$ cat config.mk
export PLATFORM = sky130hd
export DESIGN_NAME = guard_band_key_bit_packer_flat
export DESIGN_NICKNAME = d
export VERILOG_FILES = /design/src/sv/gbkp_pkg.sv /design/src/sv/gbkp_sample_if.sv /design/src/sv/gbkp_key_if.sv /design/src/sv/gbkp_cfg_if.sv /design/src/sv/guard_band_key_bit_packer.sv /design/src/flat_wrapper.sv
export SDC_FILE = /design/constraint.sdc
export NUM_CORES = 2
export LEC_CHECK = 0
export BUFFER_PORTS_ARGS = -buffer_cell sky130_fd_sc_hd__buf_4
export CAP_MARGIN = 30
export CORE_ASPECT_RATIO = 0.75
export CORE_UTILIZATION = 25
export DETAILED_ROUTE_END_ITERATION = 16
export PLACE_DENSITY = 0.49
export SETUP_SLACK_MARGIN = 0.3
export SYNTH_ARGS = -nofsm -noshare
export SYNTH_HDL_FRONTEND = slang
export SYNTH_SLANG_ARGS = --single-unit
$ cat constraint.sdc
create_clock -name clk -period 15.9 [get_ports clk]
set_input_delay 0.795 -clock clk [delete_from_list [all_inputs] [get_ports clk]]
set_output_delay 0.795 -clock clk [all_outputs]
set_load 0.1 [all_outputs]
$ cat src/sv/gbkp_pkg.sv
package gbkp_pkg;

  // Fixed-point format and word geometry.
  localparam int FRAC_BITS       = 16;
  localparam int MAX_PARITY_BITS = 32;
  localparam int WORD_BITS       = 32;
  localparam int WORD_LSB        = $clog2(WORD_BITS);

  // Field widths.
  localparam int SAMPLE_W = 32;
  localparam int SPREAD_W = 31;
  localparam int SHIFT_W  = 5;
  localparam int PARITY_W = 6;
  localparam int KEYLEN_W = 13;

  // Guard band width after the product is scaled back to Q16.16.
  localparam int PROD_W = 2 * SPREAD_W;
  localparam int BAND_W = PROD_W - FRAC_BITS;
  localparam int DEV_W  = SAMPLE_W + 1;
  localparam int CMP_W  = (BAND_W > DEV_W) ? BAND_W : DEV_W;

  // Configuration port.
  localparam int CFG_IDX_W  = 3;
  localparam int CFG_DATA_W = 32;

  localparam logic [CFG_IDX_W-1:0] REG_AVERAGE      = 3'd0;
  localparam logic [CFG_IDX_W-1:0] REG_SPREAD       = 3'd1;
  localparam logic [CFG_IDX_W-1:0] REG_GUARD_FACTOR = 3'd2;
  localparam logic [CFG_IDX_W-1:0] REG_SCALE_SHIFT  = 3'd3;
  localparam logic [CFG_IDX_W-1:0] REG_PARITY_BITS  = 3'd4;
  localparam logic [CFG_IDX_W-1:0] REG_KEY_BITS     = 3'd5;

  // Register reset values.
  localparam logic [SAMPLE_W-1:0] AVERAGE_RST      = 32'd0;
  localparam logic [SPREAD_W-1:0] SPREAD_RST       = 31'd65536;
  localparam logic [SPREAD_W-1:0] GUARD_FACTOR_RST = 31'd65536;
  localparam logic [SHIFT_W-1:0]  SCALE_SHIFT_RST  = 5'd1;
  localparam logic [PARITY_W-1:0] PARITY_BITS_RST  = 6'd8;
  localparam logic [KEYLEN_W-1:0] KEY_BITS_RST     = 13'd256;

endpackage

$ cat src/sv/gbkp_sample_if.sv
interface gbkp_sample_if;
  import gbkp_pkg::*;

  logic                valid;
  logic                ready;
  logic [SAMPLE_W-1:0] sample;

  modport source (output valid, output sample, input ready);
  modport sink (input valid, input sample, output ready);
endinterface

$ cat src/sv/gbkp_key_if.sv
interface gbkp_key_if;
  import gbkp_pkg::*;

  logic                 valid;
  logic                 ready;
  logic [WORD_BITS-1:0] key_word;
  logic                 last_word;

  modport source (output valid, output key_word, output last_word, input ready);
  modport sink (input valid, input key_word, input last_word, output ready);
endinterface

$ cat src/sv/gbkp_cfg_if.sv
interface gbkp_cfg_if;
  import gbkp_pkg::*;

  logic                  valid;
  logic                  ready;
  logic [CFG_IDX_W-1:0]  index;
  logic [CFG_DATA_W-1:0] data;

  modport source (output valid, output index, output data, input ready);
  modport sink (input valid, input index, input data, output ready);
endinterface

$ cat src/sv/guard_band_key_bit_packer.sv
// Guard band key bit packer.
//
// Channels: samples carries one signed Q16.16 sample per word; keys carries
// one 32-bit key word per word, earliest key bit in bit 0, with last_word set
// on the word that completes a key; cfg writes one of six registers by index
// (average, spread, guard_factor, scale_shift, parity_bits, key_bits) and is
// ready whenever rst is low. Write cfg only while no sample is in flight.
//
// An accepted sample is held in the input register; from there it updates
// the key state and, if it completes a word, loads the output register.
// Throughput: one sample per cycle unless keys stalls; the input register
// feeds the combinational deviation, guard band compare and parity logic.
// Samples that fall outside the guard band, or that do not complete a word,
// give no output. The guard band product is registered from the configuration.
//
// Reset (rst, synchronous) restores the register defaults, clears the partial
// word and the bit count, and empties both pipeline registers. When keys
// stalls, the finished word waits in the output register while samples keep
// flowing until a sample would complete the next word; that sample then waits
// in the input register and samples.ready drops.
module guard_band_key_bit_packer (
  input  logic          clk,
  input  logic          rst,
  gbkp_sample_if.sink   samples,
  gbkp_key_if.source    keys,
  gbkp_cfg_if.sink      cfg
);
  import gbkp_pkg::*;

  // Configuration registers.
  logic [SAMPLE_W-1:0] average;
  logic [SPREAD_W-1:0] spread;
  logic [SPREAD_W-1:0] guard_factor;
  logic [SHIFT_W-1:0]  scale_shift;
  logic [PARITY_W-1:0] parity_bits;
  logic [KEYLEN_W-1:0] key_bits;

  // Registered guard band.
  logic [PROD_W-1:0] band_prod;
  logic [BAND_W-1:0] band;

  // Key state.
  logic [WORD_BITS-1:0] bit_shifter;
  logic [KEYLEN_W-1:0]  bits_in_key;

  // Input register.
  logic                s_valid;
  logic [SAMPLE_W-1:0] s_sample;

  // Output register.
  logic                 o_valid;
  logic [WORD_BITS-1:0] o_word;
  logic                 o_last;

  // Datapath signals.
  logic signed [DEV_W-1:0] dev;
  logic [DEV_W-1:0]        mag;
  logic                    pass;
  logic [SHIFT_W-1:0]      sh;
  logic [63:0]             scaled;
  logic [WORD_BITS-1:0]    low_bits;
  logic [PARITY_W-1:0]     h;
  logic [WORD_BITS-1:0]    mask;
  logic                    key_bit;
  logic [KEYLEN_W-1:0]     cnt_inc;
  logic [KEYLEN_W-1:0]     key_len;
  logic                    word_full;
  logic                    key_done;
  logic                    produce;
  logic                    out_free;
  logic                    advance;
  logic [WORD_BITS-1:0]    bit_shifter_next;

  assign cfg.ready = !rst;

  // Configuration writes; unknown indexes are ignored.
  always_ff @(posedge clk) begin
    if (rst) begin
      average      <= AVERAGE_RST;
      spread       <= SPREAD_RST;
      guard_factor <= GUARD_FACTOR_RST;
      scale_shift  <= SCALE_SHIFT_RST;
      parity_bits  <= PARITY_BITS_RST;
      key_bits     <= KEY_BITS_RST;
    end else if (cfg.valid) begin
      case (cfg.index)
        REG_AVERAGE:      average      <= cfg.data[SAMPLE_W-1:0];
        REG_SPREAD:       spread       <= cfg.data[SPREAD_W-1:0];
        REG_GUARD_FACTOR: guard_factor <= cfg.data[SPREAD_W-1:0];
        REG_SCALE_SHIFT:  scale_shift  <= cfg.data[SHIFT_W-1:0];
        REG_PARITY_BITS:  parity_bits  <= cfg.data[PARITY_W-1:0];
        REG_KEY_BITS:     key_bits     <= cfg.data[KEYLEN_W-1:0];
        default: ;
      endcase
    end
  end

  // The guard band is registered and follows the registers in the cycle after.
  assign band_prod = PROD_W'(spread) * PROD_W'(guard_factor);

  always_ff @(posedge clk) begin
    if (rst) begin
      band <= BAND_W'((PROD_W'(SPREAD_RST) * PROD_W'(GUARD_FACTOR_RST)) >> FRAC_BITS);
    end else begin
      band <= band_prod[PROD_W-1:FRAC_BITS];
    end
  end

  // Deviation and guard band check.
  assign dev  = $signed({s_sample[SAMPLE_W-1], s_sample})
              - $signed({average[SAMPLE_W-1], average});
  assign mag  = dev[DEV_W-1] ? DEV_W'(-dev) : DEV_W'(dev);
  assign pass = CMP_W'(mag) < CMP_W'(band);

  // Scale, floor and take the parity of the low quantized bits.
  assign sh       = (scale_shift == '0) ? '0 : scale_shift - SHIFT_W'(1);
  assign scaled   = {{(64 - DEV_W){dev[DEV_W-1]}}, dev} << sh;
  assign low_bits = scaled[FRAC_BITS +: WORD_BITS];
  assign h        = (parity_bits > PARITY_W'(MAX_PARITY_BITS))
                  ? PARITY_W'(MAX_PARITY_BITS) : parity_bits;

  always_comb begin
    for (int j = 0; j < WORD_BITS; j++) begin
      mask[j] = (PARITY_W'(j) < h);
    end
  end

  assign key_bit = ^(low_bits & mask);

  // Word and key boundaries.
  assign cnt_inc   = bits_in_key + KEYLEN_W'(1);
  assign word_full = (cnt_inc[WORD_LSB-1:0] == '0);
  assign key_len   = (key_bits[KEYLEN_W-1:WORD_LSB] == '0)
                   ? KEYLEN_W'(WORD_BITS)
                   : {key_bits[KEYLEN_W-1:WORD_LSB], {WORD_LSB{1'b0}}};
  assign key_done  = (cnt_inc >= key_len);
  assign bit_shifter_next = {key_bit, bit_shifter[WORD_BITS-1:1]};

  // Handshake: a sample leaves the input register unless it would complete
  // a word while the output register is still occupied.
  assign produce       = s_valid && pass && word_full;
  assign out_free      = !o_valid || keys.ready;
  assign advance       = s_valid && (!produce || out_free);
  assign samples.ready = !rst && (!s_valid || advance);

  // Input register.
  always_ff @(posedge clk) begin
    if (rst) begin
      s_valid <= 1'b0;
    end else if (samples.ready) begin
      s_valid <= samples.valid;
    end
  end

  always_ff @(posedge clk) begin
    if (samples.valid && samples.ready) begin
      s_sample <= samples.sample;
    end
  end

  // Key state update for every sample inside the guard band.
  always_ff @(posedge clk) begin
    if (rst) begin
      bit_shifter <= '0;
      bits_in_key <= '0;
    end else if (advance && pass) begin
      bit_shifter <= bit_shifter_next;
      bits_in_key <= (word_full && key_done) ? '0 : cnt_inc;
    end
  end

  // Output register.
  always_ff @(posedge clk) begin
    if (rst) begin
      o_valid <= 1'b0;
    end else if (advance && produce) begin
      o_valid <= 1'b1;
    end else if (keys.ready) begin
      o_valid <= 1'b0;
    end
  end

  always_ff @(posedge clk) begin
    if (advance && produce) begin
      o_word <= bit_shifter_next;
      o_last <= key_done;
    end
  end

  assign keys.valid     = o_valid;
  assign keys.key_word  = o_word;
  assign keys.last_word = o_last;

  // A word that is produced appears on the output channel.
  a_word_shown: assert property (@(posedge clk) disable iff (rst)
    advance && produce |=> keys.valid)
    else $error("produced key word not presented");

  // Completing a key restarts the bit count.
  a_key_restart: assert property (@(posedge clk) disable iff (rst)
    advance && produce && key_done |=> bits_in_key == '0)
    else $error("bit count not cleared at end of key");

  // With the output register empty, the input side never stalls.
  a_no_false_stall: assert property (@(posedge clk) disable iff (rst)
    !keys.valid |-> samples.ready)
    else $error("input stalled with empty output register");

  // A sample outside the guard band never holds up the input register.
  a_drop_moves: assert property (@(posedge clk) disable iff (rst)
    s_valid && !pass |-> advance)
    else $error("dropped sample stalled the pipeline");

  // The bit count only moves when a sample inside the band advances.
  a_count_hold: assert property (@(posedge clk) disable iff (rst)
    !(advance && pass) |=> bits_in_key == $past(bits_in_key))
    else $error("bit count changed without an accepted key bit");

endmodule
$ cat src/flat_wrapper.sv
// flat-port wrapper written by rule: the top's interface ports become plain ports
module guard_band_key_bit_packer_flat import gbkp_pkg::*;
  (clk, rst, samples_valid, samples_sample, samples_ready, keys_valid, keys_key_word, keys_last_word, keys_ready, cfg_valid, cfg_index, cfg_data, cfg_ready);
  gbkp_sample_if samples_i ();
  gbkp_key_if keys_i ();
  gbkp_cfg_if cfg_i ();
  input  logic clk;
  input  logic rst;
  input wire logic [$bits(samples_i.valid)-1:0] samples_valid;
  input wire logic [$bits(samples_i.sample)-1:0] samples_sample;
  output wire logic [$bits(samples_i.ready)-1:0] samples_ready;
  output wire logic [$bits(keys_i.valid)-1:0] keys_valid;
  output wire logic [$bits(keys_i.key_word)-1:0] keys_key_word;
  output wire logic [$bits(keys_i.last_word)-1:0] keys_last_word;
  input wire logic [$bits(keys_i.ready)-1:0] keys_ready;
  input wire logic [$bits(cfg_i.valid)-1:0] cfg_valid;
  input wire logic [$bits(cfg_i.index)-1:0] cfg_index;
  input wire logic [$bits(cfg_i.data)-1:0] cfg_data;
  output wire logic [$bits(cfg_i.ready)-1:0] cfg_ready;
  assign samples_i.valid = samples_valid;
  assign samples_i.sample = samples_sample;
  assign samples_ready = samples_i.ready;
  assign keys_valid = keys_i.valid;
  assign keys_key_word = keys_i.key_word;
  assign keys_last_word = keys_i.last_word;
  assign keys_i.ready = keys_ready;
  assign cfg_i.valid = cfg_valid;
  assign cfg_i.index = cfg_index;
  assign cfg_i.data = cfg_data;
  assign cfg_ready = cfg_i.ready;
  guard_band_key_bit_packer u_core (.clk(clk), .rst(rst), .samples(samples_i), .keys(keys_i), .cfg(cfg_i));
endmodule
==> results.ini <==
[floorplan]
rows = 136
die_area_um2 = 188000
die_h_um = 375
initial_core_util_pct = 25.3
io_pins = 108
die_w_um = 500
coreArea_um2 = 184000

[grt]
use_met2_pct = 23.4
grtUsageMet3_pct = 2.98
grt_pass1_vias = 37000
grt_max_degree = 78
met1_usage_pct = 24.1
grt_pass1_wl_um = 231000
grt_use_total_pct = 15.9
top_usage_layer = met1
grt_overflow = 0
antenna_found_initial = 15

[timing]
layout_worst_path_cycle_share_pct = 62.9
fin_ws_ns = 5.91
max_slew.worst_pin.slew_ns = 1.08
fin_skew_ns = 0.0500
slew_viol_final = 0
max_clock_freq_mhz = 100
setup_tns_ns = 0
rsz0062_at_grt = no
max_slew_margin_pct = 27.6
hold_viol = 0
finalSetupViolCount = 0
period_minus_slack_ns = 9.99

[synthesis]
synth_warnings = 0
synth_nets = 6522
yosysTopAreaCell = fa_1
synth_cells = 5286
yosysSeqAreaShare_pct = 13.0
ys_ff_latch = 270
synth_area_leaders = fa_1 (36%), dfxtp_1 (8.8%), ha_1 (8.8%)
yosysUniqueCellTypes = 118
synth_edf_count = 65
async_reset_ff_share_pct = 0
synth_top_area_share_pct = 36.1
netlist_area_um2 = 46500
yosys_most_used_dff = dfxtp_1
synth.avg_cell_area_um2 = 8.79

[clocking]
htreeDepth = 1
holdBufCountCts = 0
root_buffer = clkbuf_16
cts_num_sinks = 270
cts_buffers = 29
cts_resized = 0
cts_setup_buffers = 0
clock_latency_ns = 0.64
tritoncts = built
clockBufferDepth = 3
cts.clk_slew.worst_paths_ns = 0.08

[finish]
final_common_cell = inv_1
final_cell_mix = inv_1 (928), fa_1 (837), nand2_1 (784)
area_growth_pct = 9.65
finalNonFillerCells = 7726
nNetsFinal = 6449
drive_gt1_share_pct = 6.51

[routing]
detail-route-antenna-nets = 0
drt_iter0_drc = 2793
routed_wirelength_um = 149000
via_per_inst = 4.62
vias = 35700
drc = 0
wl_per_cell_um = 19.2
drtPass1Iterations = 6

[placed_design]
gp_congestion = 0.889
port_buffers = 107
pre_cts_ws_ns = 6.12
placed_cells = 7663
dp_hpwl_um = 112000

[run_status]
outcome = finished clean

[pwr]
power_per_cell_area_nw_per_um2 = 41.0
p_leak_nw = 23.5
ir_drop_mv = 0.0621
finalPower_mw = 2.09

[critical_path]
cp_slowest_stage_delay_ns = 0.89
cp_top_family = adder cells
crit_type = flop to flop
start_kind = flop
crit_path_end_kind = flop
critPathMostFrequentCell = fa_1
required_ns = 16.36
arrival_ns = 10.45
rr_worst_depth = 27
critPathMaxFanout = 18
cp.buffers_inverters = 5
cp.depth = 27
critPathSlowestCell = a211oi_1

[min_path]
whs_path_depth = 1
hold_path_class = input port to flop

[run]
maxCapViolCount = 0

-- metal layers --
layer,vias up,share of wire (%),routed length [um]
met5,-,0.012,18
met4,2,1.9,2880
met3,150,7.3,10800
met2,1161,42,62100
met1,18100,49,72800
li1,16300,-,-
-- per-stage QoR --
step	instance area, um2	hold WS [ns]	utilization [%]
2_1_floorplan	46500	0.408	-
3_3_place_gp	49900	0.423	27.1
3_5_place_dp	49900	0.424	27.1
4_1_cts	50900	0.311	27.7
5_1_grt	51000	0.317	27.7
6_report	51000	0.346	27.7
-- worst register-to-register path: stages, from the launching register on --
cell and delay, ns:
dfxtp_1 0.67, buf_4 0.32, and2_1 0.19, fa_1 0.44, fa_1 0.50, fa_1 0.52, inv_1 0.05, fa_1 0.48
inv_1 0.05, ha_1 0.29, ha_1 0.32, fa_1 0.53, inv_1 0.05, fa_1 0.54, inv_1 0.05, ha_1 0.29
o2111ai_1 0.11, o21ai_0 0.29, a221oi_1 0.25, o21ai_0 0.70, nand4_1 0.51, a211oi_1 0.89, a21oi_1 0.32, a211oi_1 0.70
a311oi_1 0.24, o31ai_1 0.31, xnor2_1 0.16, nor2_1 0.05
-- final cells by class --
cell class	count	area (um2)
Fill cell	19700	133000
Multi-Input combinational cell	3783	35800
Sequential cell	270	6060
Inverter	929	3490
Tap cell	2484	3110
Timing Repair Buffer	200	1530
Clock buffer	37	807
Clock inverter	17	151
Antenna cell	6	15.0
-- state kept, by name (all words and copies together), names as in the netlist --
register,flops
u_core.bit_shifter,31
u_core.keys.valid,1
u_core.average,32
u_core.s_sample,32
u_core.s_valid,1
u_core.guard_factor,31
u_core.keys.key_word,32
u_core.key_bits,8
u_core.keys.last_word,1
u_core.parity_bits,6
u_core.band,46
u_core.spread,31
u_core.scale_shift,5
u_core.bits_in_key,13
-- power by group --
part	total, mW	switching (mW)	internal (mW)
Sequential	0.733	0.0136	0.720
Clock	0.707	0.326	0.381
Combinational	0.649	0.425	0.224
Total	2.09	0.765	1.32
-- kinds of logic after synthesis --
logic type | count (synthesis) | synth area share, %
simple gates | 1786 | 18.6
fa+ha+maj | 1164 | 44.9
compound gates | 654 | 9.74
flops | 270 | 13.0
xor+xnor | 120 | 2.44
mux | 59 | 1.31
buf+inv | 1233 | 10.0
-- Yosys cell counts (all sizes together) (6+ instances only) --
cell and instances:
inv 928, fa 837, nand2 784, and2 531, ha 327, clkbuf 290
a21oi 234, nor2 229, dfxtp 205, o21ai 85, xnor2 70, edfxtp 65
mux2i 55, xor2 46, nor3 45, a21o 42, nand3 41, a211oi 31
o21a 31, a31oi 26, and3 25, nor2b 23, nand4 22, o211ai 21
nand2b 17, o2111ai 16, or2 16, o31ai 15, buf 14, o22ai 14
or3 13, a211o 12, nor4 12, a221oi 10, o311ai 10, a2111oi 9
o21bai 9, o31a 9, a22oi 8, a21boi 7, nand3b 7, nor3b 7
o221ai 6
-- path summary, 6_finish.rpt --
check	endpoint	from	slack [ns]
worst max-delay path	u_core.band[42]	u_core.guard_factor[4]	5.91
worst min register to register	u_core.keys.key_word[0]	u_core.bit_shifter[1]	0.43
worst min-delay path	u_core.s_sample[2]	samples_sample[2]	0.35
worst max register to register	u_core.band[42]	u_core.guard_factor[4]	5.91
No activity file was read; power rests on OpenSTA's default activity.
